<file path="src/rtl/lwfs_pkg.sv">
package lwfs_pkg;

  // Default coordinate width; the panel protocol always sends 16-bit values
  localparam int unsigned CoordBitsDefault = 16;

  // Widths of the stream fields
  localparam int unsigned ByteW  = 8;
  localparam int unsigned SizeW  = 16;
  localparam int unsigned WordW  = 16;
  localparam int unsigned CountW = 2 * SizeW;

  // Panel command bytes
  localparam logic [ByteW-1:0] CmdColAddrSet = 8'h2A;
  localparam logic [ByteW-1:0] CmdRowAddrSet = 8'h2B;
  localparam logic [ByteW-1:0] CmdMemWrite   = 8'h2C;

  // Request codes
  localparam logic ReqTick  = 1'b0;
  localparam logic ReqStart = 1'b1;

  // Pack an RGB888 colour into RGB565
  function automatic logic [WordW-1:0] rgb565(input logic [7:0] r,
                                              input logic [7:0] g,
                                              input logic [7:0] b);
    logic [7:0] r_m;
    logic [7:0] g_m;
    r_m = r & 8'hF8;
    g_m = g & 8'hFC;
    return {r_m[7:3], g_m[7:2], b[7:3]};
  endfunction

endpackage

</file>
<file path="src/rtl/lwfs_req_if.sv">
interface lwfs_req_if;
  logic        valid;
  logic        ready;
  logic        req_type;
  logic [15:0] rect_x;
  logic [15:0] rect_y;
  logic [15:0] rect_width;
  logic [15:0] rect_height;
  logic [7:0]  red;
  logic [7:0]  green;
  logic [7:0]  blue;

  modport source (output valid, req_type, rect_x, rect_y, rect_width, rect_height,
                  red, green, blue, input ready);
  modport sink   (input valid, req_type, rect_x, rect_y, rect_width, rect_height,
                  red, green, blue, output ready);
endinterface

</file>
<file path="src/rtl/lwfs_strm_if.sv">
interface lwfs_strm_if;
  logic       valid;
  logic       ready;
  logic [7:0] out_byte;
  logic       is_data;
  logic       last_of_rect;

  modport source (output valid, out_byte, is_data, last_of_rect, input ready);
  modport sink   (input valid, out_byte, is_data, last_of_rect, output ready);
endinterface

</file>
<file path="src/rtl/lcd_window_fill_sequencer.sv">
// LCD window fill sequencer.
// Request channel (req_i): a start transaction latches a rectangle and an
// RGB888 colour and gives no output; each tick transaction then yields the
// next byte of the panel stream on strm_o: column address set with x start
// and end, row address set with y start and end, memory write, then
// width*height RGB565 pixels, high byte first. last_of_rect marks the final
// byte. A tick while idle gives nothing; a start mid-stream restarts.
// The byte for a tick is valid on strm_o the cycle after the tick is taken.
// Throughput: one transaction per cycle unless the receiver stalls, set
// by the single sequencer state register feeding one output register; the
// pixel count is one 16x16 multiply done as the start is taken.
// Reset puts the sequencer idle and empties the output register.
// When the receiver stalls with a byte held, req_i.ready drops until the
// byte is taken; no byte is lost or repeated.
module lcd_window_fill_sequencer
  import lwfs_pkg::*;
#(
  parameter int unsigned COORD_BITS = CoordBitsDefault
) (
  input  logic clk_i,
  input  logic rst_ni,
  lwfs_req_if.sink    req_i,
  lwfs_strm_if.source strm_o
);

  typedef enum logic [2:0] {
    PhIdle,
    PhCaset,
    PhXParam,
    PhRaset,
    PhYParam,
    PhRamwr,
    PhPixels
  } phase_e;

  phase_e              phase_q, phase_d;
  logic [1:0]          pidx_q, pidx_d;
  logic                low_q, low_d;
  logic [CountW-1:0]   left_q, left_d;
  logic [COORD_BITS-1:0] xs_q, xe_q, ys_q, ye_q;
  logic [WordW-1:0]    color_q;

  logic                out_valid_q, out_valid_d;
  logic [ByteW-1:0]    byte_q, byte_d;
  logic                data_q, data_d;
  logic                last_q, last_d;

  logic                accept;
  logic                start;
  logic                emit;
  logic [WordW-1:0]    bound;
  logic [WordW-1:0]    x_end_w;
  logic [WordW-1:0]    y_end_w;

  assign req_i.ready = !out_valid_q || strm_o.ready;
  assign accept      = req_i.valid && req_i.ready;
  assign start       = accept && (req_i.req_type == ReqStart);

  // End coordinates wrap at the coordinate width
  assign x_end_w = req_i.rect_x + req_i.rect_width - WordW'(1);
  assign y_end_w = req_i.rect_y + req_i.rect_height - WordW'(1);

  // Select the parameter word: bit 1 picks end over start
  always_comb begin
    unique case ({phase_q == PhYParam, pidx_q[1]})
      2'b00:   bound = WordW'(xs_q);
      2'b01:   bound = WordW'(xe_q);
      2'b10:   bound = WordW'(ys_q);
      default: bound = WordW'(ye_q);
    endcase
  end

  // Advance the sequencer on a tick, or restart it on a start
  always_comb begin
    phase_d = phase_q;
    pidx_d  = pidx_q;
    low_d   = low_q;
    left_d  = left_q;
    emit    = 1'b0;
    byte_d  = byte_q;
    data_d  = 1'b0;
    last_d  = 1'b0;
    if (accept && !start) begin
      emit = 1'b1;
      unique case (phase_q)
        PhCaset: begin
          byte_d  = CmdColAddrSet;
          phase_d = PhXParam;
          pidx_d  = '0;
        end
        PhXParam, PhYParam: begin
          byte_d = pidx_q[0] ? bound[7:0] : bound[15:8];
          data_d = 1'b1;
          if (pidx_q == 2'd3) begin
            phase_d = (phase_q == PhXParam) ? PhRaset : PhRamwr;
          end
          pidx_d = pidx_q + 2'd1;
        end
        PhRaset: begin
          byte_d  = CmdRowAddrSet;
          phase_d = PhYParam;
          pidx_d  = '0;
        end
        PhRamwr: begin
          byte_d = CmdMemWrite;
          if (left_q == '0) begin
            last_d  = 1'b1;
            phase_d = PhIdle;
          end else begin
            phase_d = PhPixels;
            low_d   = 1'b0;
          end
        end
        PhPixels: begin
          data_d = 1'b1;
          if (!low_q) begin
            byte_d = color_q[15:8];
            low_d  = 1'b1;
          end else begin
            byte_d = color_q[7:0];
            low_d  = 1'b0;
            left_d = left_q - CountW'(1);
            if (left_q == CountW'(1)) begin
              last_d  = 1'b1;
              phase_d = PhIdle;
            end
          end
        end
        default: begin
          emit    = 1'b0;
          phase_d = PhIdle;
        end
      endcase
    end else if (start) begin
      phase_d = PhCaset;
      pidx_d  = '0;
      low_d   = 1'b0;
      left_d  = CountW'(req_i.rect_width) * CountW'(req_i.rect_height);
    end
  end

  // Hold the output until taken, load a fresh byte when one is emitted
  always_comb begin
    if (accept) begin
      out_valid_d = emit;
    end else begin
      out_valid_d = out_valid_q && !strm_o.ready;
    end
  end

  // Control state
  always_ff @(posedge clk_i or negedge rst_ni) begin
    if (!rst_ni) begin
      phase_q     <= PhIdle;
      pidx_q      <= '0;
      low_q       <= 1'b0;
      left_q      <= '0;
      out_valid_q <= 1'b0;
    end else begin
      phase_q     <= phase_d;
      pidx_q      <= pidx_d;
      low_q       <= low_d;
      left_q      <= left_d;
      out_valid_q <= out_valid_d;
    end
  end

  // Latch the window and colour on start
  always_ff @(posedge clk_i) begin
    if (start) begin
      xs_q    <= req_i.rect_x[COORD_BITS-1:0];
      xe_q    <= x_end_w[COORD_BITS-1:0];
      ys_q    <= req_i.rect_y[COORD_BITS-1:0];
      ye_q    <= y_end_w[COORD_BITS-1:0];
      color_q <= rgb565(req_i.red, req_i.green, req_i.blue);
    end
  end

  // Output payload
  always_ff @(posedge clk_i) begin
    if (emit) begin
      byte_q <= byte_d;
      data_q <= data_d;
      last_q <= last_d;
    end
  end

  assign strm_o.valid        = out_valid_q;
  assign strm_o.out_byte     = byte_q;
  assign strm_o.is_data      = data_q;
  assign strm_o.last_of_rect = last_q;

endmodule
</file>
<file path="src/flat_wrapper.sv">
// flat-port wrapper written by rule: the top's interface ports become plain ports
module lcd_window_fill_sequencer_flat import lwfs_pkg::*;
#(
  parameter int unsigned COORD_BITS = CoordBitsDefault
)
  (clk_i, rst_ni, req_i_valid, req_i_req_type, req_i_rect_x, req_i_rect_y, req_i_rect_width, req_i_rect_height, req_i_red, req_i_green, req_i_blue, req_i_ready, strm_o_valid, strm_o_out_byte, strm_o_is_data, strm_o_last_of_rect, strm_o_ready);
  lwfs_req_if req_i_i ();
  lwfs_strm_if strm_o_i ();
  input  logic clk_i;
  input  logic rst_ni;
  input wire logic [$bits(req_i_i.valid)-1:0] req_i_valid;
  input wire logic [$bits(req_i_i.req_type)-1:0] req_i_req_type;
  input wire logic [$bits(req_i_i.rect_x)-1:0] req_i_rect_x;
  input wire logic [$bits(req_i_i.rect_y)-1:0] req_i_rect_y;
  input wire logic [$bits(req_i_i.rect_width)-1:0] req_i_rect_width;
  input wire logic [$bits(req_i_i.rect_height)-1:0] req_i_rect_height;
  input wire logic [$bits(req_i_i.red)-1:0] req_i_red;
  input wire logic [$bits(req_i_i.green)-1:0] req_i_green;
  input wire logic [$bits(req_i_i.blue)-1:0] req_i_blue;
  output wire logic [$bits(req_i_i.ready)-1:0] req_i_ready;
  output wire logic [$bits(strm_o_i.valid)-1:0] strm_o_valid;
  output wire logic [$bits(strm_o_i.out_byte)-1:0] strm_o_out_byte;
  output wire logic [$bits(strm_o_i.is_data)-1:0] strm_o_is_data;
  output wire logic [$bits(strm_o_i.last_of_rect)-1:0] strm_o_last_of_rect;
  input wire logic [$bits(strm_o_i.ready)-1:0] strm_o_ready;
  assign req_i_i.valid = req_i_valid;
  assign req_i_i.req_type = req_i_req_type;
  assign req_i_i.rect_x = req_i_rect_x;
  assign req_i_i.rect_y = req_i_rect_y;
  assign req_i_i.rect_width = req_i_rect_width;
  assign req_i_i.rect_height = req_i_rect_height;
  assign req_i_i.red = req_i_red;
  assign req_i_i.green = req_i_green;
  assign req_i_i.blue = req_i_blue;
  assign req_i_ready = req_i_i.ready;
  assign strm_o_valid = strm_o_i.valid;
  assign strm_o_out_byte = strm_o_i.out_byte;
  assign strm_o_is_data = strm_o_i.is_data;
  assign strm_o_last_of_rect = strm_o_i.last_of_rect;
  assign strm_o_i.ready = strm_o_ready;
  lcd_window_fill_sequencer #(.COORD_BITS(COORD_BITS)) u_core (.clk_i(clk_i), .rst_ni(rst_ni), .req_i(req_i_i), .strm_o(strm_o_i));
endmodule
</file>
<file path="config.mk">
export PLATFORM = sky130hd
export DESIGN_NAME = lcd_window_fill_sequencer_flat
export DESIGN_NICKNAME = d
export VERILOG_FILES = /design/src/rtl/lwfs_pkg.sv /design/src/rtl/lwfs_req_if.sv /design/src/rtl/lwfs_strm_if.sv /design/src/rtl/lcd_window_fill_sequencer.sv /design/src/flat_wrapper.sv
export SDC_FILE = /design/constraint.sdc
export NUM_CORES = 1
export LEC_CHECK = 0
export BUFFER_PORTS_ARGS = -buffer_cell sky130_fd_sc_hd__buf_2
export CAP_MARGIN = 0
export CORE_MARGIN = 1
export CORE_UTILIZATION = 45
export CTS_BUF_LIST = sky130_fd_sc_hd__clkbuf_8
export CTS_CLUSTER_DIAMETER = 50
export DETAILED_ROUTE_END_ITERATION = 8
export PLACE_DENSITY_LB_ADDON = 0.15
export SLEW_MARGIN = 20
export SYNTH_ARGS = -nofsm -noshare
export SYNTH_HDL_FRONTEND = slang
export SYNTH_SLANG_ARGS = --single-unit
</file>
<file path="constraint.sdc">
create_clock -name clk_i -period 4.7 [get_ports clk_i]
set_input_delay 0.94 -clock clk_i [delete_from_list [all_inputs] [get_ports clk_i]]
set_output_delay 0.94 -clock clk_i [all_outputs]
set_load 0.005 [all_outputs]
</file>
==> results list <==
* Run status: complete, but fails checks
* Violations in the final reports: DRC, setup timing
* Largest driver fanout on the critical path: 6
* Final estimated routing congestion in global placement: 0.916
- The layer flagged by global routing as most heavily used is met2.
- The final route contains 13.6k vias.
- The final critical path takes up 123% of the cycle.
- Of the cells placed in the final design, the portion with a size suffix greater than 1 is 27.6%.
- Synth top area cells: sky130_fd_sc_hd__fa_1 (24%), sky130_fd_sc_hd__edfxtp_1 (17%), sky130_fd_sc_hd__ha_1 (13%), sky130_fd_sc_hd__inv_1 (8.2%), sky130_fd_sc_hd__dfrtp_1 (6.0%)
- Global routing used 25.8% of the available tracks across all layers.
- Wire length of the first global-routing pass: 72700 µm
* Max_slew headroom: 35.5%
* Crit path capture type: flip-flop
- Setup violations remaining at the end of the flow were counted as 24.
* Initial core utilization: 45.9%
- In this run the biggest area consumer among cell types represents 24.0% of the synthesized area.
- For this run, global-route usage on met1 was measured as 35.7%.
- The via count of the first global-routing pass was 13.6k.
- Total overflow reported by the global router: 0
- CTS placed an instance of sky130_fd_sc_hd__clkbuf_8 at the clock tree root.
* H-tree levels: 4
- Reg-to-reg slack, setup: ~1.4 ns
- Clock sink total: 129
- Dividing the detail-routed wire length by the instance count gives 18.2 µm.
- The die covers approximately 37000 µm².
- In this run the count of I/O pins placed on the die edge is around 110.
* Worst reg2reg path startpoint: u_core.left_q[16]
* Number of nets at the end of the flow: 2539
- Clock-pin slew was measured on the worst setup and hold paths at 0.08 ns.
* Number of cells on the worst reg-to-reg path: 7
* Endpoint arrival time on the critical path: approximately 6.1 ns
- Kind of critical path: primary input to flip-flop
- The finished cells cover 20600 µm².
* Sequential cell area fraction in the yosys report: roughly 22%
* Fraction of synthesis flops using an asynchronous set or reset pin: 30.2%
* Final Slew Violations: 0
* Post-Synthesis Cell Area: 16400 µm²
- Total of flip-flops plus latches after synthesis: approximately 130
* Number of antenna violations at the first check in global routing: 0
* Vias/cell: 5.30
- Commonest cells in the synthesized netlist: sky130_fd_sc_hd__inv_1 (359), sky130_fd_sc_hd__nand2_1 (202), sky130_fd_sc_hd__fa_1 (196)
- In this run the most critical hold path is launched from u_core.strm_o.valid.
* Half-perimeter wire length of the detailed placement result: 37800 µm
- Along the worst hold path, the cell count comes to 1.
* Core area: approximately 36000 µm²
* Placement row count: 69
- Based on the critical path, the design can be clocked at up to 173 MHz.
- Synthesis produced a netlist whose cell count is 1805.
* Clock latency at the later pin of the worst-skew pair: 0.48 ns
* Number of iterations in the first detailed-routing pass: 8
* Maximum clock skew at final layout: around 0.019 ns
* Final standard cell count with taps included and fillers excluded: 2559
- Once placement finished, the instance area stood at 18900 µm².
* Maximum count of clock buffers along a single path: 2
- Most used standard cell by instance count after synthesis: sky130_fd_sc_hd__inv_1
- Including well taps, the total number of placed cells is 2489.
- Met3 routing resource usage after global routing: 3.60%
* Count of unresolved DRC violations after routing: 12
- The detail route stage leaves a number of antenna-violating nets equal to 0.
- The final hold violation count came to 0.
- Synth-to-layout area growth: 26.1%
- OpenSTA, run right after detailed placement, puts the worst setup slack at -1.89 ns.
* Mapped Nets: 2259
- Across the run, the number of max-cap violations was 0.
- Across all setup checks in the final design, the least slack found is -1.07 ns.
* Die Ht: 193 µm
* Count of flip-flops with a built-in enable after synthesis: 90
- Worst flop-to-flop path endpoint: u_core.phase_q[2]
- Avg Cell Area, Syn: 9.07 µm²
* M2 GR Usage: 41.9%
* Detailed Route Iter0 Violations: ~900
- STA puts the critical path data required time at 5.04 ns.
* Fill count: 3168
- Maximum number of pins on one net before global-route repair: 68
* Count of unique library cells instantiated by Yosys: 73
- Measured along the x axis, the die boundary spans approximately 190 µm.
- RSZ-0062 raised after global routing: true
- STA classifies the critical path startpoint as a primary input.
* Final Critical Period: around 5.8 ns
* Worst hold-check path type: flip-flop to flip-flop
- Synthesis Warnings: 0
- Routed wire length: 46500 µm
- In this run, CTS created clock tree buffers numbering 17.
- 0 antenna diodes ended up in the layout.
- sky130_fd_sc_hd__fa_1 takes more of the synthesized area than any other cell.
* Least-Margin Pin Slew: 0.965 ns
- Endpoint, Worst Hold: u_core.strm_o.valid
- Number of input and output port buffers inserted: 96
- For this run, the leading register cell type out of synthesis is sky130_fd_sc_hd__edfxtp_1.
- TritonCTS clock tree: yes
[flip-flops by register name, indices dropped and copies added, names as in the netlist]
| register | flops |
|---|---|
| u_core.strm_o.last_of_rect | 1 |
| u_core.ys_q | 16 |
| u_core.low_q | 1 |
| u_core.strm_o.valid | 1 |
| u_core.color_q | 16 |
| u_core.ye_q | 16 |
| u_core.xe_q | 16 |
| u_core.strm_o.is_data | 1 |
| u_core.left_q | 32 |
| u_core.strm_o.out_byte | 8 |
| u_core.pidx_q | 2 |
| u_core.xs_q | 16 |
| u_core.phase_q | 3 |
[routing by layer]
layer,wire length [µm],part of all wire (%)
met5,0,0
met4,1220,2.6
met3,2270,4.9
met2,22000,47
met1,21000,45
[stage by stage]
stage          hold slack [ns]  utilization, %  TNS (ns)
2_1_floorplan            0.464               -    -21.77
3_3_place_gp             0.481            53.1    -36.59
3_5_place_dp             0.493            53.1    -37.66
4_1_cts                  0.512            56.4    -18.25
5_1_grt                  0.538            57.9    -22.81
6_report                 0.509            57.9    -19.61
[placed cells by master (no fill, tap or decap), types with 25 or more instances in the layout]
cell,instances
sky130_fd_sc_hd__inv_1,325
sky130_fd_sc_hd__buf_4,217
sky130_fd_sc_hd__nand2_1,192
sky130_fd_sc_hd__fa_1,181
sky130_fd_sc_hd__ha_1,138
sky130_fd_sc_hd__nor2_1,133
sky130_fd_sc_hd__edfxtp_1,90
sky130_fd_sc_hd__buf_2,74
sky130_fd_sc_hd__a21oi_1,66
sky130_fd_sc_hd__o21ai_0,50
sky130_fd_sc_hd__dfrtp_1,39
sky130_fd_sc_hd__xnor2_1,29
sky130_fd_sc_hd__a21o_1,26
sky130_fd_sc_hd__inv_2,26
sky130_fd_sc_hd__nor3_1,25
sky130_fd_sc_hd__ha_4,25
[repair_timing]
action	in CTS	in global routing
pin swaps	52	41
setup buffers	27	13
gates resized for setup	148	117
hold buffers	0	0
setup endpoints to repair	24	24
gates cloned	1	0
[critical path, stage by stage]
cell and delay [ns]:
sky130_fd_sc_hd__buf_12 0.11, sky130_fd_sc_hd__clkinvlp_4 0.11, sky130_fd_sc_hd__buf_12 0.14, sky130_fd_sc_hd__nor2_4 0.04
sky130_fd_sc_hd__fa_1 0.54, sky130_fd_sc_hd__inv_2 0.04, sky130_fd_sc_hd__fa_2 0.53, sky130_fd_sc_hd__fa_1 0.41
sky130_fd_sc_hd__inv_2 0.06, sky130_fd_sc_hd__fa_1 0.42, sky130_fd_sc_hd__fa_1 0.49, sky130_fd_sc_hd__inv_1 0.05
sky130_fd_sc_hd__fa_1 0.49, sky130_fd_sc_hd__inv_2 0.05, sky130_fd_sc_hd__ha_4 0.24, sky130_fd_sc_hd__a21oi_4 0.18
sky130_fd_sc_hd__buf_6 0.11, sky130_fd_sc_hd__o31ai_2 0.05, sky130_fd_sc_hd__a41oi_2 0.26, sky130_fd_sc_hd__o31ai_4 0.10
sky130_fd_sc_hd__buf_4 0.15, sky130_fd_sc_hd__a31oi_4 0.20, sky130_fd_sc_hd__mux2i_2 0.25, sky130_fd_sc_hd__o2111ai_1 0.12
[cells by family (layout without fill, tap and decap cells)]
family / after synthesis / in the layout / share of synthesized area, %
compound gates: 271 / 271 / 10.5
xor+xnor: 49 / 49 / 2.62
simple gates: 516 / 516 / 13.9
flops: 129 / 129 / 22.5
mux: 41 / 41 / 3.74
fa+ha+maj: 361 / 361 / 36.6
buf+inv: 438 / 731 / 10.1
[layout make-up]
class	instances	area [µm²]	share of cell area, %
multi-input combinational	1238	12000	58.2
inverter	366	1440	6.98
clock inverter	15	131	0.637
clock buffer	17	234	1.13
sequential	129	3680	17.8
timing repair buffer	332	2560	12.4
timing repair inverter	1	7.51	0.0364
tap	461	577	2.79
[worst max-delay path by stage]
stage	start	end	slack (ns)	depth (start not counted)
final	req_i_rect_height[4]	u_core.left_q[25]	-1.07	24
after global placement	req_i_rect_width[11]	u_core.left_q[31]	-1.86	20
after detailed placement	req_i_rect_width[11]	u_core.left_q[31]	-1.89	20
after CTS	req_i_rect_height[4]	u_core.left_q[29]	-1.00	21
after global routing	req_i_rect_height[4]	u_core.left_q[31]	-1.20	23
after floorplan	req_i_rect_height[4]	u_core.left_q[31]	-1.28	21
Power is left out: the tool's default activity adds up to more than one toggle a clock period on the data nets, which glitch-free logic cannot reach.
